**src/hdl/assert_macros.svh**
```systemverilog
// assertion macros used by the top-level rtl file
`ifndef ASSERT_MACROS_SVH
`define ASSERT_MACROS_SVH

// same-cycle implication, sampled on clk, off while rst_n is low
`define OSFG_ASSERT_IMP(name, ante, cons, msg) \
  name: assert property (@(posedge clk) disable iff (!rst_n) (ante) |-> (cons)) \
    else $error(msg);

// next-cycle implication, sampled on clk, off while rst_n is low
`define OSFG_ASSERT_NXT(name, ante, cons, msg) \
  name: assert property (@(posedge clk) disable iff (!rst_n) (ante) |=> (cons)) \
    else $error(msg);

`endif

```
**src/hdl/osfg_pkg.sv**
```systemverilog
// types and constants of the odometry sensor fusion gate
package osfg_pkg;

  localparam int unsigned TimeW    = 32;
  localparam int unsigned StatusW  = 8;
  localparam int unsigned DelayW   = 16;
  localparam int unsigned StreakW  = 8;
  localparam int unsigned CfgIdxW  = 8;
  localparam int unsigned CfgDataW = 16;

  typedef logic [TimeW-1:0]    time_ms_t;
  typedef logic [StatusW-1:0]  status_t;
  typedef logic [DelayW-1:0]   delay_t;
  typedef logic [StreakW-1:0]  streak_t;
  typedef logic [CfgIdxW-1:0]  cfg_idx_t;
  typedef logic [CfgDataW-1:0] cfg_data_t;

  typedef enum logic [1:0] {
    ACT_NONE  = 2'd0,
    ACT_FRESH = 2'd1,
    ACT_STALE = 2'd2
  } telem_act_t;

  localparam cfg_idx_t REG_HARD_ERROR_MASK     = 8'd0;
  localparam cfg_idx_t REG_LOST_DELAY_MS       = 8'd1;
  localparam cfg_idx_t REG_WARN_PERSIST_LIMIT  = 8'd2;
  localparam cfg_idx_t REG_CLEAN_READMIT_COUNT = 8'd3;

  localparam status_t RST_HARD_ERROR_MASK     = 8'hC0;
  localparam delay_t  RST_LOST_DELAY_MS       = 16'd500;
  localparam streak_t RST_WARN_PERSIST_LIMIT  = 8'd5;
  localparam streak_t RST_CLEAN_READMIT_COUNT = 8'd3;
  localparam streak_t STREAK_MAX              = 8'hFF;

  typedef struct packed {
    logic     sensor_ready;
    logic     status_read_ok;
    status_t  status_bits;
    logic     pose_read_ok;
    logic     velocity_read_ok;
    logic     motion_active;
    time_ms_t time_ms;
  } item_t;

  typedef struct packed {
    telem_act_t telemetry_action;
    logic       lost_event;
    logic       fuse_now;
    logic       zero_velocity;
  } result_t;

  typedef struct packed {
    status_t hard_error_mask;
    delay_t  lost_delay_ms;
    streak_t warn_persist_limit;
    streak_t clean_readmit_count;
  } cfg_t;

  typedef struct packed {
    time_ms_t invalid_start_time;
    logic     lost_reported;
    streak_t  warn_streak;
    streak_t  clean_streak;
    logic     fusion_blocked;
  } gate_state_t;

endpackage

```
**src/hdl/osfg_if.sv**
```systemverilog
// valid/ready channel interfaces for input items, results and register writes
interface osfg_in_if;
  import osfg_pkg::*;
  logic     valid;
  logic     ready;
  logic     sensor_ready;
  logic     status_read_ok;
  status_t  status_bits;
  logic     pose_read_ok;
  logic     velocity_read_ok;
  logic     motion_active;
  time_ms_t time_ms;

  modport source (
    output valid, sensor_ready, status_read_ok, status_bits, pose_read_ok,
           velocity_read_ok, motion_active, time_ms,
    input  ready
  );
  modport sink (
    input  valid, sensor_ready, status_read_ok, status_bits, pose_read_ok,
           velocity_read_ok, motion_active, time_ms,
    output ready
  );
endinterface

interface osfg_out_if;
  import osfg_pkg::*;
  logic       valid;
  logic       ready;
  telem_act_t telemetry_action;
  logic       lost_event;
  logic       fuse_now;
  logic       zero_velocity;

  modport source (
    output valid, telemetry_action, lost_event, fuse_now, zero_velocity,
    input  ready
  );
  modport sink (
    input  valid, telemetry_action, lost_event, fuse_now, zero_velocity,
    output ready
  );
endinterface

interface osfg_cfg_if;
  import osfg_pkg::*;
  logic      valid;
  logic      ready;
  cfg_idx_t  idx;
  cfg_data_t data;

  modport source (output valid, idx, data, input ready);
  modport sink (input valid, idx, data, output ready);
endinterface

```
**src/hdl/odometry_sensor_fusion_gate.sv**
```systemverilog
// top level of the odometry sensor fusion gate
//
//  channel  | dir | transfer carries
//  ---------+-----+-------------------------------------------------------------
//  in_ch    | in  | one control tick: ready flag, read results, status, motion, time
//  out_ch   | out | one decision per tick: telemetry action, lost event, fuse flags
//  cfg_ch   | in  | register write: index 0..3 and data, always ready
//
//  one tick per cycle unless out_ch stalls; input register, then result register
//  the gate state updates as a tick moves into the result register, one update per cycle
//  rst_n low restores register defaults and clears all gate state
//  a stalled out_ch holds the result; in_ch keeps flowing until the input register fills
`include "assert_macros.svh"

module odometry_sensor_fusion_gate (
  input  logic        clk,
  input  logic        rst_n,
  osfg_in_if.sink     in_ch,
  osfg_out_if.source  out_ch,
  osfg_cfg_if.sink    cfg_ch
);
  import osfg_pkg::*;

  logic        in_vld_r;
  item_t       in_item_r;
  logic        out_vld_r;
  result_t     out_res_r;
  cfg_t        cfg_r;
  gate_state_t st_r;
  gate_state_t st_nxt;
  result_t     res_nxt;
  logic        in_xfer;
  logic        adv;

  assign adv          = in_vld_r && (!out_vld_r || out_ch.ready);
  assign in_ch.ready  = !in_vld_r || adv;
  assign in_xfer      = in_ch.valid && in_ch.ready;
  assign cfg_ch.ready = 1'b1;

  osfg_core u_core (
    .item   (in_item_r),
    .cfg    (cfg_r),
    .st     (st_r),
    .res    (res_nxt),
    .st_nxt (st_nxt)
  );

  // control, state and registers
  always_ff @(posedge clk) begin
    if (!rst_n) begin
      in_vld_r                  <= 1'b0;
      out_vld_r                 <= 1'b0;
      cfg_r.hard_error_mask     <= RST_HARD_ERROR_MASK;
      cfg_r.lost_delay_ms       <= RST_LOST_DELAY_MS;
      cfg_r.warn_persist_limit  <= RST_WARN_PERSIST_LIMIT;
      cfg_r.clean_readmit_count <= RST_CLEAN_READMIT_COUNT;
      st_r                      <= '0;
    end else begin
      if (in_xfer) begin
        in_vld_r <= 1'b1;
      end else if (adv) begin
        in_vld_r <= 1'b0;
      end
      if (adv) begin
        out_vld_r <= 1'b1;
        st_r      <= st_nxt;
      end else if (out_ch.ready) begin
        out_vld_r <= 1'b0;
      end
      if (cfg_ch.valid) begin
        unique case (cfg_ch.idx)
          REG_HARD_ERROR_MASK:     cfg_r.hard_error_mask     <= cfg_ch.data[StatusW-1:0];
          REG_LOST_DELAY_MS:       cfg_r.lost_delay_ms       <= cfg_ch.data[DelayW-1:0];
          REG_WARN_PERSIST_LIMIT:  cfg_r.warn_persist_limit  <= cfg_ch.data[StreakW-1:0];
          REG_CLEAN_READMIT_COUNT: cfg_r.clean_readmit_count <= cfg_ch.data[StreakW-1:0];
          default: ;
        endcase
      end
    end
  end

  // payload registers
  always_ff @(posedge clk) begin
    if (in_xfer) begin
      in_item_r.sensor_ready     <= in_ch.sensor_ready;
      in_item_r.status_read_ok   <= in_ch.status_read_ok;
      in_item_r.status_bits      <= in_ch.status_bits;
      in_item_r.pose_read_ok     <= in_ch.pose_read_ok;
      in_item_r.velocity_read_ok <= in_ch.velocity_read_ok;
      in_item_r.motion_active    <= in_ch.motion_active;
      in_item_r.time_ms          <= in_ch.time_ms;
    end
    if (adv) begin
      out_res_r <= res_nxt;
    end
  end

  assign out_ch.valid            = out_vld_r;
  assign out_ch.telemetry_action = out_res_r.telemetry_action;
  assign out_ch.lost_event       = out_res_r.lost_event;
  assign out_ch.fuse_now         = out_res_r.fuse_now;
  assign out_ch.zero_velocity    = out_res_r.zero_velocity;

  `OSFG_ASSERT_IMP(a_zero_vel_needs_fuse, out_vld_r && out_res_r.zero_velocity, out_res_r.fuse_now, "zero velocity without fuse")
  `OSFG_ASSERT_IMP(a_fuse_only_fresh, out_vld_r && out_res_r.fuse_now, out_res_r.telemetry_action == ACT_FRESH, "fuse on a reading that is not fresh")
  `OSFG_ASSERT_IMP(a_lost_only_stale, out_vld_r && out_res_r.lost_event, out_res_r.telemetry_action == ACT_STALE, "lost event on a healthy reading")
  `OSFG_ASSERT_NXT(a_lost_latched, adv && res_nxt.lost_event, st_r.lost_reported && out_vld_r, "lost event not latched")

endmodule

```
**src/hdl/osfg_core.sv**
```systemverilog
// per-tick decision logic: health check, lost window, warn and clean streaks
module osfg_core (
  input  osfg_pkg::item_t       item,
  input  osfg_pkg::cfg_t        cfg,
  input  osfg_pkg::gate_state_t st,
  output osfg_pkg::result_t     res,
  output osfg_pkg::gate_state_t st_nxt
);
  import osfg_pkg::*;

  logic     readable;
  logic     healthy;
  time_ms_t start_eff;
  time_ms_t elapsed;
  streak_t  warn_inc;
  streak_t  clean_inc;

  assign readable  = item.status_read_ok && ((item.status_bits & cfg.hard_error_mask) == '0);
  assign healthy   = readable && item.pose_read_ok;
  assign start_eff = (st.invalid_start_time == '0) ? item.time_ms : st.invalid_start_time;
  assign elapsed   = item.time_ms - start_eff;
  assign warn_inc  = (st.warn_streak == STREAK_MAX) ? STREAK_MAX : st.warn_streak + 8'd1;
  assign clean_inc = st.clean_streak + 8'd1;

  always_comb begin
    st_nxt               = st;
    res.telemetry_action = ACT_NONE;
    res.lost_event       = 1'b0;
    res.fuse_now         = 1'b0;
    res.zero_velocity    = 1'b0;
    if (item.sensor_ready) begin
      if (!healthy) begin
        res.telemetry_action = ACT_STALE;
        if (item.motion_active) begin
          st_nxt.invalid_start_time = start_eff;
          if (!st.lost_reported && (elapsed >= {{(TimeW-DelayW){1'b0}}, cfg.lost_delay_ms})) begin
            res.lost_event       = 1'b1;
            st_nxt.lost_reported = 1'b1;
          end
        end
      end else begin
        res.telemetry_action      = ACT_FRESH;
        st_nxt.invalid_start_time = '0;
        st_nxt.lost_reported      = 1'b0;
        if (item.status_bits != '0) begin
          st_nxt.warn_streak  = warn_inc;
          st_nxt.clean_streak = '0;
          if (warn_inc > cfg.warn_persist_limit) begin
            st_nxt.fusion_blocked = 1'b1;
          end
        end else begin
          st_nxt.warn_streak = '0;
          if (st.fusion_blocked) begin
            if (clean_inc >= cfg.clean_readmit_count) begin
              st_nxt.fusion_blocked = 1'b0;
              st_nxt.clean_streak   = '0;
            end else begin
              st_nxt.clean_streak = clean_inc;
            end
          end
        end
        res.fuse_now      = !st_nxt.fusion_blocked;
        res.zero_velocity = !st_nxt.fusion_blocked && !item.velocity_read_ok;
      end
    end
  end

endmodule
```
**src/flat_wrapper.sv**
```systemverilog
// flat-port wrapper written by rule: the top's interface ports become plain ports
module odometry_sensor_fusion_gate_flat import osfg_pkg::*;
  (clk, rst_n, in_ch_valid, in_ch_sensor_ready, in_ch_status_read_ok, in_ch_status_bits, in_ch_pose_read_ok, in_ch_velocity_read_ok, in_ch_motion_active, in_ch_time_ms, in_ch_ready, out_ch_valid, out_ch_telemetry_action, out_ch_lost_event, out_ch_fuse_now, out_ch_zero_velocity, out_ch_ready, cfg_ch_valid, cfg_ch_idx, cfg_ch_data, cfg_ch_ready);
  osfg_in_if in_ch_i ();
  osfg_out_if out_ch_i ();
  osfg_cfg_if cfg_ch_i ();
  input  logic clk;
  input  logic rst_n;
  input wire logic [$bits(in_ch_i.valid)-1:0] in_ch_valid;
  input wire logic [$bits(in_ch_i.sensor_ready)-1:0] in_ch_sensor_ready;
  input wire logic [$bits(in_ch_i.status_read_ok)-1:0] in_ch_status_read_ok;
  input wire logic [$bits(in_ch_i.status_bits)-1:0] in_ch_status_bits;
  input wire logic [$bits(in_ch_i.pose_read_ok)-1:0] in_ch_pose_read_ok;
  input wire logic [$bits(in_ch_i.velocity_read_ok)-1:0] in_ch_velocity_read_ok;
  input wire logic [$bits(in_ch_i.motion_active)-1:0] in_ch_motion_active;
  input wire logic [$bits(in_ch_i.time_ms)-1:0] in_ch_time_ms;
  output wire logic [$bits(in_ch_i.ready)-1:0] in_ch_ready;
  output wire logic [$bits(out_ch_i.valid)-1:0] out_ch_valid;
  output wire logic [$bits(out_ch_i.telemetry_action)-1:0] out_ch_telemetry_action;
  output wire logic [$bits(out_ch_i.lost_event)-1:0] out_ch_lost_event;
  output wire logic [$bits(out_ch_i.fuse_now)-1:0] out_ch_fuse_now;
  output wire logic [$bits(out_ch_i.zero_velocity)-1:0] out_ch_zero_velocity;
  input wire logic [$bits(out_ch_i.ready)-1:0] out_ch_ready;
  input wire logic [$bits(cfg_ch_i.valid)-1:0] cfg_ch_valid;
  input wire logic [$bits(cfg_ch_i.idx)-1:0] cfg_ch_idx;
  input wire logic [$bits(cfg_ch_i.data)-1:0] cfg_ch_data;
  output wire logic [$bits(cfg_ch_i.ready)-1:0] cfg_ch_ready;
  assign in_ch_i.valid = in_ch_valid;
  assign in_ch_i.sensor_ready = in_ch_sensor_ready;
  assign in_ch_i.status_read_ok = in_ch_status_read_ok;
  assign in_ch_i.status_bits = in_ch_status_bits;
  assign in_ch_i.pose_read_ok = in_ch_pose_read_ok;
  assign in_ch_i.velocity_read_ok = in_ch_velocity_read_ok;
  assign in_ch_i.motion_active = in_ch_motion_active;
  assign in_ch_i.time_ms = in_ch_time_ms;
  assign in_ch_ready = in_ch_i.ready;
  assign out_ch_valid = out_ch_i.valid;
  assign out_ch_telemetry_action = out_ch_i.telemetry_action;
  assign out_ch_lost_event = out_ch_i.lost_event;
  assign out_ch_fuse_now = out_ch_i.fuse_now;
  assign out_ch_zero_velocity = out_ch_i.zero_velocity;
  assign out_ch_i.ready = out_ch_ready;
  assign cfg_ch_i.valid = cfg_ch_valid;
  assign cfg_ch_i.idx = cfg_ch_idx;
  assign cfg_ch_i.data = cfg_ch_data;
  assign cfg_ch_ready = cfg_ch_i.ready;
  odometry_sensor_fusion_gate u_core (.clk(clk), .rst_n(rst_n), .in_ch(in_ch_i), .out_ch(out_ch_i), .cfg_ch(cfg_ch_i));
endmodule
```
**config.mk**
```make
export PLATFORM = sky130hd
export DESIGN_NAME = odometry_sensor_fusion_gate_flat
export DESIGN_NICKNAME = d
export VERILOG_FILES = /design/src/hdl/osfg_pkg.sv /design/src/hdl/osfg_if.sv /design/src/hdl/odometry_sensor_fusion_gate.sv /design/src/hdl/osfg_core.sv /design/src/flat_wrapper.sv
export VERILOG_INCLUDE_DIRS = /design/src /design/src/hdl
export SDC_FILE = /design/constraint.sdc
export NUM_CORES = 1
export LEC_CHECK = 0
export ABC_AREA = 1
export BUFFER_PORTS_ARGS = -buffer_cell sky130_fd_sc_hd__buf_4
export CAP_MARGIN = 20
export CORE_MARGIN = 2
export CORE_UTILIZATION = 45
export CTS_CLUSTER_SIZE = 12
export DETAILED_ROUTE_END_ITERATION = 6
export MAX_ROUTING_LAYER = met4
export RECOVER_POWER = 50
export SYNTH_ARGS = -nofsm -noshare
export SYNTH_HDL_FRONTEND = slang
export SYNTH_SLANG_ARGS = --single-unit
export TNS_END_PERCENT = 5
```
**constraint.sdc**
```tcl
create_clock -name clk -period 4.5 [get_ports clk]
set_input_delay 0.45 -clock clk [delete_from_list [all_inputs] [get_ports clk]]
set_output_delay 0.45 -clock clk [all_outputs]
set_load 0.01 [all_outputs]
```
; Word-level counts from Yosys, hierarchy flattened
; Index checks and enable logic that the tools add are counted.
[word_totals]
ff_bits = 142
in_bits = 74
word_cells = 85
output_inout_bits = 8
[op_classes]
add_sub_neg = 3
n_mux = 18
n_bitwise = 3
n_reduce_logical = 31
order_cmp = 3
eq_ne = 5
[op_table]
columns = op, n
row1 = $mux W33, 2
row2 = $mux W17, 3
row3 = $ge A32 B16 Y1, 1
row4 = $logic_not A32 Y1, 1
row5 = $mux W32, 1
row6 = $sub A32 B32 Y32, 1
row7 = $add A8 B1 Y8 const B, 2
row8 = $eq A8 B2 Y1 const B, 2
row9 = $logic_not A8 Y1, 2
row10 = $mux W8, 2
row11 = $reduce_and A2 Y1, 5
row12 = $mux W9, 1
row13 = $and A8 B8 Y8, 1
row14 = $eq A8 B1 Y1 const B, 1
row15 = $eq A8 B8 Y1 const B, 1
row16 = $ge A8 B8 Y1, 1
row17 = $gt A8 B8 Y1, 1
row18 = $mux W1, 8
row19 = $reduce_and A4 Y1, 2
row20 = $reduce_bool A2 Y1, 4
row21 = $reduce_bool A8 Y1, 1
row22 = $logic_and A1 B1 Y1, 6
row23 = $reduce_and A3 Y1, 2
row24 = $logic_not A1 Y1, 5
row25 = other kinds (5), 7

; Depth between registers and ports, before layout
; Gate-level depths: netlist of the first run.
[logic_depth]
word_depth = 9
mapped_depth = 35

; Hierarchy
; From an unflattened synthesis of the first run, not the netlist that was laid out.
[unflattened]
cells_unflattened = 1523
hier_area_um2 = 10109.7
[modules_own_cells]
columns = mod, n_inst, area_per_inst_um2, cells_per_inst, seq_area_each_um2
row1 = osfg_core, 1, 5091.1, 1001, 0.0
row2 = odometry_sensor_fusion_gate, 1, 5018.6, 522, 3343.2

; Worst setup path before layout of the first run
; OpenSTA, ideal clock, no wires.
[synth_path]
path_type = register to register
startpoint = reg u_core.st_r[21] (netlist name)
endpoint = reg u_core.out_res_r (netlist bit u_core.out_ch.lost_event), data pin
path_stages_with_launch = 29
t_arrival_ns = 3.330
setup_slack_ns = 0.910
path_buffers = 1
setup_time_ns = 0.260
cell_sequence = dfxtp_1 -> nor2_1 -> nand2_1 -> nor2_1 -> nand2_1 -> nor2_2 -> clkbuf_1 -> nand2_1 -> nand2_1 -> inv_1 -> ha_1 -> inv_1 -> o21ai_0 -> inv_1 -> o21ai_0 -> inv_1 -> nand2_1 -> inv_1 -> nand2_1 -> xor2_1 -> ha_1 -> a21oi_1 -> o31ai_1 -> a21oi_1 -> nand3_1 -> nor2_1 -> nand3_1 -> nor2_1 -> a21oi_1
[synth_between]
elab_chain_len = 6
[synth_lines]
columns = item, line
row1 = from (decl), odometry_sensor_fusion_gate.sv:29  ; gate_state_t st_r;
row2 = from (signal assigned), odometry_sensor_fusion_gate.sv:66  ; st_r <= st_nxt;
row3 = $logic_not A32 Y1, osfg_core.sv:20  ; assign start_eff = (st.invalid_start_time == '0) ? item.time_ms : st.invalid_start_time;
row4 = $mux W32 (*), osfg_core.sv:20
row5 = $sub A32 B32 Y32 (*), osfg_core.sv:21  ; assign elapsed = item.time_ms - start_eff;
row6 = $ge A32 B16 Y1 (*), osfg_core.sv:36  ; if (!st.lost_reported && (elapsed >= {{(TimeW-DelayW){1'b0}}, cfg.lost_delay_ms})) begin
row7 = $logic_and A1 B1 Y1 (*), osfg_core.sv:36
row8 = $mux W1 (*), osfg_core.sv:36
row9 = to (signal assigned), odometry_sensor_fusion_gate.sv:94  ; out_res_r <= res_nxt;
row10 = to (decl), odometry_sensor_fusion_gate.sv:27  ; result_t out_res_r;
; Mark *: on every way between the ends. The rest lies on a longest branch, timed or not.
; A chain may end at the register's enable or synchronous reset.

; Final worst setup path of the first run
[layout_path]
startpoint = reg u_core.st_r[46] (netlist name)
endpoint = reg u_core.out_res_r (netlist bit u_core.out_ch.lost_event), data pin
; The elaborated chain is that of the path after synthesis.

==> metrics.md, run 1 <==
| Metric | Value |
|---|---|
| Starting density of the core | `0.457` |
| XOR/XNOR share of the synthesized area | `0.0198` |
| Pre-antenna DRT Iters | `5` |
| Unique cell type count in the Yosys netlist | `49` |
| Ant diodes | `0` |
| Hold buffer count at cts | `0` |
| Fin. Hold Viols | `0` |
| Main combinational cell family by area after synthesis | `simple AND/OR/NAND/NOR gates` |
| CTS sink count | `142` |
| GRT Residual Overflow | `0` |
| CP Class | `reg2reg` |
| CTS Buf Count | `17` |
| DRC | `0` |
| Most common cell after layout, fill and taps aside | `nand2_1` |
| Final layout net count | `1470` |
| Vias in the first global route | `7667` |
| Worst Path Max Fanout | `8` |
| CP required | `4.68 ns` |
| Slew Viols, Final | `92` |
| Met3 Usage GRT | `0.0381` |
| RePlAce Congestion | `0.963` |
| RSZ-0062 raised after global routing | `false` |
| Routed Wire Length | `23.0 mm` |
| Die height | `144 µm` |
| Root buffer cell | `clkbuf_16` |
| Clock slew at reported path FFs | `0.08 ns` |
| Pre-CTS setup slack | `0.377 ns` |
| Setup TNS | `0 ns` |
| Drt via density | `5.02` |
| Max cap viols | `2` |
| First-pass GRT wire length | `37.3 mm` |
| Leak Pwr | `4.81 nW` |
| Peak VDD IR | `0.293 mV` |
| Internal Power | `2.99 mW` |
| R2r setup slk | `0.41 ns` |
| Pin count of the biggest net entering global routing | `48` |
| Final worst slack | `0.406 ns` |
| Status | `finished with violations` |
| Met1 usage | `0.301` |
| Total GRT Usage | `0.238` |
| Hold WC Path Type | `in2reg` |
| Mapped Area | `8860 µm²` |
| Clock Latency Late Sink | `0.44 ns` |
| Crit path DAT | `4.28 ns` |
| Fill count | `1963` |
| CTS Buffer Depth | `2` |
| Count of final setup violators | `0` |
| Slew Limit Headroom | `-0.191` |
| Most Crowded Layer GR | `met2` |
| Worst slew pin tran | `1.78 ns` |
| Psw | `2.15 mW` |
| Sequential fraction of design power | `0.271` |
| Skew final | `0.0162 ns` |
| Synth Net Count | `1393` |
| Post-synthesis sequential area ratio | `0.377` |
| Placement row count | `51` |
| Clock power share | `0.285` |
| FF+latch count, synth | `142` |
| CORE AREA | `19400 µm²` |
| Detailed placement HPWL | `17.7 mm` |
| # IOs | `82` |
| Average wire per standard cell | `14.2 µm` |
| Vias | `8125` |
| Met2 Use GR | `0.388` |
| Post-synthesis compound-gate area fraction | `0.139` |
| Fmax | `0.244 GHz` |
| DRT iter0 DRCs | `494` |
| Synth warnings | `0` |
| Failing checks | `capacitance limit, slew limit` |
| Syn avg cell area | `7.01 µm²` |
| Most frequent cells in the layout | `328 x nand2_1, 190 x inv_1, 131 x nor2_1, 128 x a21oi_1, 92 x dfxtp_1` |
| Post-synthesis mux area share | `0` |
| Fin crit share | `0.910` |
| Layout cells sized above 1 | `0.113` |
| Critical Path Sink Type | `register` |
| Full die area | `20800 µm²` |
| Tmin final | `4.09 ns` |
| CTS tree | `built` |
| Pwr/cell area | `500 nW/µm²` |
| Adder-cell share of the synthesized area | `0.0776` |
| Startpoint types | `register` |
| ANT nets after route | `0` |
| Combinational fraction of design power | `0.444` |
| Buffers on Ports | `80` |
| Area Growth Syn to Fin | `16.1%` |
| Switching Share | `0.418` |
| CTS H-Tree Depth | `4` |
| Simple-gate share of the synthesized area | `0.290` |
| Die width | `144 µm` |
| Antenna violations before repair | `0` |
| Synth Instances | `1264` |
[layer usage]
layer | wire [µm] | vias up
li1 | - | 4257
met1 | 10900 | 3659
met2 | 10600 | 173
met3 | 932 | 36
met4 | 540 | 0
met5 | 0 | -
[cell type report]
type                       instances  area (µm²)  share of cell area
tap                              265         332              0.0322
inverter                         197         739              0.0718
multi-input combinational        900        4680               0.454
clock buffer                      21         483              0.0469
sequential                       142        3340               0.325
timing repair buffer              83         601              0.0584
clock inverter                    11         118              0.0114
[per-stage QoR]
step                      std cells   util  hold slack, ns  instance area (µm²)  power, mW
after CTS                      1619  0.531           0.166                10300       5.17
after global routing           1619  0.531           0.189                10300       5.54
after global placement         1587  0.501           0.445                 9710       3.67
after detailed placement       1587  0.501           0.447                 9710       3.69
after floorplan                1264      -           0.429                 8860       3.15
final                          1619  0.531           0.201                10300       5.15
[synthesized netlist by cell type (all sizes together)]
cell type	n	area, µm²
o21bai	1	7.51
nand4	11	68.8
nor2	144	598
clkinv	3	11.3
a211oi	2	15.0
ha	55	688
a21o	1	7.51
a31oi	3	18.8
xnor2	1	8.76
nor3	16	85.1
a22oi	2	15.0
nor4	5	31.3
o31ai	1	7.51
o21ai	69	345
a2111oi	1	8.76
and3	1	6.26
nand3	68	390
o221ai	1	8.76
o211ai	10	75.1
a21oi	128	641
nor3b	1	7.51
inv	194	728
xor2	19	166
conb	1	3.75
buf	3	30.0
clkbuf	22	82.6
o22ai	2	12.5
a21boi	1	7.51
nand3b	5	45.0
or4	1	7.51
nand2	340	1310
a221oi	1	8.76
edfxtp	50	1500
o221a	1	11.3
dfxtp	92	1840
a311oi	1	8.76
o21a	2	15.0
a22o	2	17.5
or2	3	18.8
[flip-flops by register name (all words and copies together) (netlist names), 2 cells and up]
signal                          count
u_core.out_ch.telemetry_action      2
u_core.cfg_r                       40
u_core.in_item_r                   45
u_core.st_r                        50
[cells by family after synthesis]
| family | after synthesis |
|---|---|
| AO/OA/AOI/OAI | 229 |
| XOR/XNOR | 20 |
| adder cells (fa/ha/maj) | 55 |
| buffers and inverters | 222 |
| flip-flops | 142 |
| other | 1 |
| AND/OR/NAND/NOR | 595 |
[critical path, stage by stage (launching register included)]
cell	delay (ns)
dfxtp_1	0.33
nor2_1	0.13
nand2_1	0.07
nor2_1	0.27
nand2_1	0.18
nor2_4	0.25
a21oi_1	0.12
ha_1	0.18
inv_1	0.13
nand3_1	0.09
o21ai_1	0.35
nand2_1	0.09
nand2_1	0.14
nand2_1	0.07
nand2_1	0.11
xor2_1	0.24
ha_1	0.29
a21oi_1	0.16
o31ai_1	0.08
a21oi_1	0.12
nand3_1	0.08
nor2_1	0.11
nand3_1	0.08
nor2_1	0.12
a21oi_1	0.08
[final timing paths]
path,startpoint,to,cells after the start
max reg2reg,u_core.st_r[46],u_core.out_ch.lost_event,24
min,in_ch_time_ms[22],u_core.in_item_r[22],1
min reg2reg,u_core.cfg_r[6],u_core.cfg_r[6],2
max,u_core.st_r[46],u_core.out_ch.lost_event,24
[what timing repair did]
| item | CTS | global route |
|---|---|---|
| buffers inserted | 0 | 0 |
| resized for setup | 0 | 2 |
| endpoints found under the hold margin | 0 | 0 |
| setup endpoints to repair | 0 | 2 |
[power groups by stage]
stage | clock (mW) | sequential (mW) | combinational, mW
after global routing | 1.54 | 1.40 | 2.60
after CTS | 1.49 | 1.39 | 2.28
final | 1.46 | 1.40 | 2.28
after floorplan | 0 | 1.42 | 1.73
after detailed placement | 0 | 1.42 | 2.26
after global placement | 0 | 1.42 | 2.24
Note: power is estimated with default switching activity, not from simulation.
==> run 2: changes to the inputs <==
BUFFER_PORTS_ARGS = -buffer_cell sky130_fd_sc_hd__buf_2   (was -buffer_cell sky130_fd_sc_hd__buf_4)
PLACE_DENSITY_LB_ADDON = 0.05   (was not set)
==> run 2 against run 1 <==
Effect of this change:
- the flow still finishes with violations (capacitance limit, slew limit)
- via count down 0.26%
- design area is 2.1% lower
- first-iteration DRC count unchanged
- maximum frequency grew 1.7%
- clock power is 6% lower
- sequential power about the same
- die area is the same
- register-to-register slack better by 0.07 ns
- combinational power about the same
- non-clock buffer count unchanged
==> metrics.md, run 2 (synthesized netlist as in run 1, its figures left out) <==
| Metric | Value |
|---|---|
| Crit path DAT | `4.21 ns (-0.07 ns)` |
| CP required | `4.68 ns (about the same)` |
| DRC | `0 (unchanged)` |
| GRT Residual Overflow | `0 (unchanged)` |
| Max cap viols | `2 (unchanged)` |
| # IOs | `82 (unchanged)` |
| Pre-antenna DRT Iters | `5 (unchanged)` |
| Skew final | `0.0105 ns (-0.00563 ns)` |
| Leak Pwr | `4.74 nW (-1.3%)` |
| Sequential fraction of design power | `0.277 (+0.006)` |
| First-pass GRT wire length | `37.3 mm (-0.22%)` |
| CTS Buffer Depth | `2 (unchanged)` |
| Slew Limit Headroom | `-0.191 (about the same)` |
| Antenna violations before repair | `0 (unchanged)` |
| Fmax | `0.248 GHz (+1.7%)` |
| Hold WC Path Type | `in2reg` |
| Count of final setup violators | `0 (unchanged)` |
| RePlAce Congestion | `0.949 (-1.5%)` |
| Largest regs | `u_core.st_r: 50 flops, u_core.in_item_r: 45 flops, u_core.cfg_r: 40 flops` |
| Failing checks | `capacitance limit, slew limit` |
| Routed Wire Length | `23.0 mm (-0.26%)` |
| Clock slew at reported path FFs | `0.07 ns (about the same)` |
| Die width | `144 µm (unchanged)` |
| Switching Share | `0.426 (+0.00761)` |
| Detailed placement HPWL | `17.9 mm (+0.78%)` |
| Layout cells sized above 1 | `0.114 (+0.00148)` |
| Buffers on Ports | `80 (unchanged)` |
| ANT nets after route | `0 (unchanged)` |
| Worst Path Max Fanout | `18 (+10)` |
| DRT iter0 DRCs | `494 (unchanged)` |
| Max reg flops | `50 (unchanged)` |
| Final layout net count | `1470 (unchanged)` |
| CTS Buf Count | `17 (unchanged)` |
| Startpoint types | `register` |
| Full die area | `20800 µm² (unchanged)` |
| Starting density of the core | `0.457 (unchanged)` |
| Fin crit share | `0.895 (-0.0151)` |
| Average wire per standard cell | `14.2 µm (-0.26%)` |
| CORE AREA | `19400 µm² (unchanged)` |
| Status | `finished with violations` |
| CTS H-Tree Depth | `4 (unchanged)` |
| R2R cell count | `22 (-8.3%)` |
| Design area | `10100 µm² (-2.1%)` |
| Critical Path Sink Type | `register` |
| Fin. Hold Viols | `0 (unchanged)` |
| Area Growth Syn to Fin | `13.7%` |
| Worst slew pin tran | `1.78 ns (-0.0000858 ns)` |
| Largest register by flop count | `u_core.st_r` |
| Slew Viols, Final | `92 (unchanged)` |
| Psw | `2.14 mW (-0.47%)` |
| CP Class | `reg2reg` |
| Drt via density | `5.01 (-0.26%)` |
| Most frequent cells in the layout | `328 x nand2_1, 190 x inv_1, 131 x nor2_1, 128 x a21oi_1, 92 x dfxtp_1` |
| Placement row count | `51 (unchanged)` |
| # Post-CTS Setup Buffers | `0 (unchanged)` |
| Placed inst area | `9510 µm² (-2.1%)` |
| Most common cell after layout, fill and taps aside | `nand2_1` |
| Clock Latency Late Sink | `0.43 ns (about the same)` |
| Tmin final | `4.03 ns (-0.0677 ns)` |
| Root buffer cell | `clkbuf_16` |
| CTS tree | `built` |
| Final Util | `0.520 (-0.0110)` |
| Vias | `8104 (-0.26%)` |
| Die height | `144 µm (unchanged)` |
| Hold path depth | `1 (unchanged)` |
| Internal Power | `2.89 mW (-3.5%)` |
| CTS sink count | `142 (unchanged)` |
| Pwr/cell area | `499 nW/µm² (-0.19%)` |
| Ant diodes | `0 (unchanged)` |
| Clock power share | `0.272 (-0.013)` |
| Total GRT Usage | `0.238 (+0.000352)` |
| Pin count of the biggest net entering global routing | `48 (unchanged)` |
| Peak VDD IR | `0.328 mV (+12%)` |
| Vias in the first global route | `7557 (-1.4%)` |
| Combinational fraction of design power | `0.451 (+0.007)` |
==> run 2: changes by cell type in the layout (fill, tap and decap cells not counted), moves of 2 or more <==
cell / delta
clkbuf_8: +2
clkbuf_16: -2
clkbuf_1: -2
clkinv_4: +4
clkbuf_4: -46
buf_2: +73
buf_4: -26
==> run 2: area by class of cell <==
cell class              count  area, µm²
fillers                  1971       9320
multi-input cells         900       4680
flip-flops and latches    142       3340
inverters                 197        739
clock buffers              19        453
repair buffers             83        414
well taps                 265        332
clock inverters            13        120
==> run 2: routing by layer <==
metal	part of all wire	vias to the layer above	GRT usage
met3	0.046	25	0.0414
met4	0.017	0	0.0567
met1	0.48	3643	0.309
met2	0.46	167	0.390
li1	-	4269	-
met5	0	-	-
==> run 2: power by group through the flow <==
stage	clock network, mW	registers, mW	logic, mW
after floorplan	0	1.42	1.73
after global placement	0	1.42	2.23
after detailed placement	0	1.42	2.25
after CTS	1.40	1.39	2.26
after global routing	1.44	1.40	2.60
final	1.37	1.40	2.27
==> run 2: per-stage QoR <==
| step | power (mW) | setup slack [ns] | hold slack, ns | setup TNS, ns | instances |
|---|---|---|---|---|---|
| 6_report | 5.03 | 0.474 | 0.189 | 0 | 1619 |
| 5_1_grt | 5.44 | -0.00960 | 0.174 | -0.00960 | 1619 |
| 4_1_cts | 5.06 | 0.344 | 0.177 | 0 | 1619 |
| 3_5_place_dp | 3.67 | 0.372 | 0.459 | 0 | 1587 |
| 3_3_place_gp | 3.65 | 0.435 | 0.448 | 0 | 1587 |
| 2_1_floorplan | 3.15 | 0.910 | 0.429 | 0 | 1264 |
==> run 2: worst max-delay path, stage by stage (launching register included) <==
cell,delay [ns]
dfxtp_1,0.35
nor2_1,0.11
nand2_1,0.07
nor2_1,0.18
nand2_1,0.15
nor2_4,0.25
buf_4,0.29
a21oi_1,0.12
ha_1,0.36
a21oi_1,0.25
nand2_1,0.13
a21oi_1,0.17
nand2_2,0.08
xor2_1,0.14
ha_1,0.29
a21oi_1,0.14
o31ai_1,0.09
a21oi_1,0.12
nand3_1,0.08
nor2_1,0.11
nand3_1,0.08
nor2_1,0.13
a21oi_1,0.08
==> run 2: worst paths after layout <==
path / from / endpoint / slack, ns
hold reg to reg: u_core.cfg_r[29] / u_core.cfg_r[29] / 0.46
hold / removal: in_ch_status_read_ok / u_core.in_item_r[43] / 0.19
setup / recovery: u_core.st_r[21] / u_core.out_ch.lost_event / 0.47
setup reg to reg: u_core.st_r[21] / u_core.out_ch.lost_event / 0.47
==> run 2: repair_timing <==
item / 4_1_cts / 5_1_grt
hold buffers: 0 / 0
hold endpoints to repair: 0 / 0
endpoints found under the setup margin: 0 / 2
gates resized for setup: 0 / 2
==> run 3: changes to the inputs <==
PLACE_DENSITY = 0.73   (was not set)
PLACE_DENSITY_LB_ADDON = not set   (was 0.05)
==> run 3 against run 2 <==
Effect of this change:
- the flow still finishes with violations (capacitance limit, slew limit)
- final cell count barely moved
- die area did not move
- global-route usage fell by 1.3 points
- clock-buffer cell count rose by 2
- first-iteration DRC count rose by 22%
- design area barely moved
- worst setup slack barely moved
- combinational power barely moved
- core utilization barely moved
- sequential share of layout area barely moved
- largest cell class unchanged
- critical path depth did not move
- hold slack got worse by 0.0055 ns
==> metrics.md, run 3 (synthesized netlist as in run 1, its figures left out) <==
| Metric | Value |
|---|---|
| Worst path depth | `22 (unchanged)` |
| # Post-CTS Setup Buffers | `0 (unchanged)` |
| Pwr/cell area | `498 nW/µm² (-0.10%)` |
| Average wire per standard cell | `13.5 µm (-4.8%)` |
| Buffers on Ports | `80 (unchanged)` |
| R2r setup slk | `0.47 ns (about the same)` |
| CP required | `4.69 ns (about the same)` |
| ANT nets after route | `0 (unchanged)` |
| CP Class | `reg2reg` |
| Crit path to | `u_core.out_ch.lost_event` |
| Largest regs | `u_core.st_r: 50 flops, u_core.in_item_r: 45 flops, u_core.cfg_r: 40 flops` |
| Antenna violations before repair | `0 (unchanged)` |
| Skew final | `0.0110 ns (+0.000502 ns)` |
| CTS Buf Count | `17 (unchanged)` |
| Reg-to-reg startpoint | `u_core.st_r[45]` |
| Post-Place Cells | `1588 (+0.063%)` |
| Vias in the first global route | `7585 (+0.37%)` |
| Crit path DAT | `4.21 ns (about the same)` |
| First-pass GRT wire length | `36.0 mm (-3.3%)` |
| Hold WC Path Type | `in2reg` |
| Ant diodes | `0 (unchanged)` |
| Clock Latency Late Sink | `0.44 ns (about the same)` |
| Full die area | `20800 µm² (unchanged)` |
| Total GRT Usage | `0.225 (-0.0131)` |
| DRT iter0 DRCs | `604 (+22%)` |
| Max reg flops | `50 (unchanged)` |
| Slowest CP cell | `ha_1` |
| Fill count | `1920 (-2.6%)` |
| Routed Wire Length | `21.9 mm (-4.7%)` |
| Leak Pwr | `4.74 nW (about the same)` |
| Worst Path Max Fanout | `18 (unchanged)` |
| CTS Buffer Depth | `2 (unchanged)` |
| Peak VDD IR | `0.358 mV (+9.3%)` |
| Fmax | `0.248 GHz (about the same)` |
| Hold buffer count at cts | `0 (unchanged)` |
| Setup TNS | `0 ns (unchanged)` |
| Area Growth Syn to Fin | `13.7% (about the same)` |
| Most common cell after layout, fill and taps aside | `nand2_1` |
| Most frequent cells in the layout | `328 x nand2_1, 188 x inv_1, 131 x nor2_1, 128 x a21oi_1, 92 x dfxtp_1` |
| Pre-antenna DRT Iters | `5 (unchanged)` |
| Critical path's top delay family | `simple AND/OR/NAND/NOR gates` |
| Root buffer cell | `clkbuf_16` |
| Status | `finished with violations` |
| CTS H-Tree Depth | `4 (unchanged)` |
| Detailed placement HPWL | `16.7 mm (-6.5%)` |
| Tmin final | `4.03 ns (+0.000224 ns)` |
| Placed inst area | `9520 µm² (+0.12%)` |
| Post-Layout Cell Count | `1620 (+0.062%)` |
| CP most frequent cell | `a21oi_1` |
| Final layout net count | `1471 (+0.068%)` |
| Fin. Hold Viols | `0 (unchanged)` |
| CTS sink count | `142 (unchanged)` |
| RSZ-0062 raised after global routing | `false` |
| Die width | `144 µm (unchanged)` |
| WP buf/inv | `1 (unchanged)` |
| Design area | `10100 µm² (about the same)` |
| Clock slew at reported path FFs | `0.07 ns (about the same)` |
| Largest register by flop count | `u_core.st_r` |
| Slew Viols, Final | `46 (-50%)` |
| Die height | `144 µm (unchanged)` |
| Hold path depth | `1 (unchanged)` |
| Max cap viols | `1 (-1)` |
| Worst slew pin tran | `2.51 ns (+0.730 ns)` |
| Slew Limit Headroom | `-0.676 (-0.485)` |
| DRC | `0 (unchanged)` |
| Startpoint types | `register` |
| CP Launch Point | `u_core.st_r[45]` |
| Fin crit share | `0.895 (about the same)` |
| Post-cts sizing count | `0 (unchanged)` |
| CTS tree | `built` |
| R2R cell count | `22 (unchanged)` |
| # IOs | `82 (unchanged)` |
| Placement row count | `51 (unchanged)` |
| Layout cells sized above 1 | `0.114 (about the same)` |
| Pin count of the biggest net entering global routing | `48 (unchanged)` |
| GRT Residual Overflow | `0 (unchanged)` |
| Critical Path Sink Type | `register` |
| CORE AREA | `19400 µm² (unchanged)` |
| Cell Chain, Critical Path | `nor2_1 -> nand2_1 -> nor2_1 -> nand2_1 -> nor2_2 -> buf_4 -> a21oi_1 -> ha_1 -> a21oi_1 -> nand2_1 -> a21oi_1 -> nand2_2 -> xor2_1 -> ha_1 -> a21oi_1 -> o31ai_1 -> a21oi_1 -> nand3_1 -> nor2_1 -> nand3_1 -> nor2_1 -> a21oi_1` |
| RePlAce Congestion | `0.975 (+2.8%)` |
| Drt via density | `5.09 (+1.8%)` |
| Starting density of the core | `0.457 (unchanged)` |
| Vias | `8251 (+1.8%)` |
| Count of final setup violators | `0 (unchanged)` |
| Failing checks | `capacitance limit, slew limit` |
| R2r endpoint | `u_core.out_ch.lost_event` |
| Slowest stage delay, CP | `0.35 ns (about the same)` |
[run 3: cell types whose count changed in the layout (fill, tap and decap cells not counted), moves of 2 or more]
cell | previous run | this run
clkbuf_1 | 7 | 9
clkinv_4 | 5 | 3
inv_1 | 190 | 188
inv_6 | 4 | 6
inv_8 | 3 | 0
[run 3: worst min-delay path by stage]
stage                               from              endpoint  slack (ns)
floorplan                u_core.cfg_r[1]       u_core.cfg_r[1]        0.43
global placement         u_core.cfg_r[1]       u_core.cfg_r[1]        0.44
detailed placement       u_core.cfg_r[1]       u_core.cfg_r[1]        0.46
CTS                     in_ch_time_ms[8]   u_core.in_item_r[8]        0.18
global route        in_ch_status_bits[4]  u_core.in_item_r[39]        0.17
finish                  in_ch_time_ms[8]   u_core.in_item_r[8]        0.18
[run 3: metal layers]
layer	track usage	wire [µm]	vias up
li1	-	-	4269
met1	0.294	10400	3722
met2	0.359	9870	233
met3	0.0354	1290	27
met4	0.0720	351	0
met5	-	0	-
[run 3: layout make-up]
type / instances / area [µm²] / share of cell area
inverters: 197 / 739 / 0.0733
well taps: 265 / 332 / 0.0329
multi-input cells: 900 / 4670 / 0.463
clock buffers: 21 / 482 / 0.0478
flip-flops and latches: 142 / 3340 / 0.332
clock inverters: 11 / 92.6 / 0.00918
repair buffers: 84 / 422 / 0.0418
[run 3: power breakdown]
| part | internal, mW | switching [mW] | total [mW] |
|---|---|---|---|
| combinational | 0.761 | 1.49 | 2.25 |
| clock | 0.781 | 0.596 | 1.38 |
| sequential | 1.37 | 0.0246 | 1.40 |
| total | 2.91 | 2.11 | 5.03 |
[run 3: per-stage QoR]
stage / power [mW] / setup WS [ns] / util / hold slack, ns
after floorplan: 3.15 / 0.910 / - / 0.429
after global placement: 3.60 / 0.590 / 0.490 / 0.445
after detailed placement: 3.64 / 0.507 / 0.491 / 0.456
after CTS: 5.03 / 0.480 / 0.520 / 0.176
after global routing: 5.42 / 0.0373 / 0.520 / 0.172
final: 5.03 / 0.473 / 0.520 / 0.183
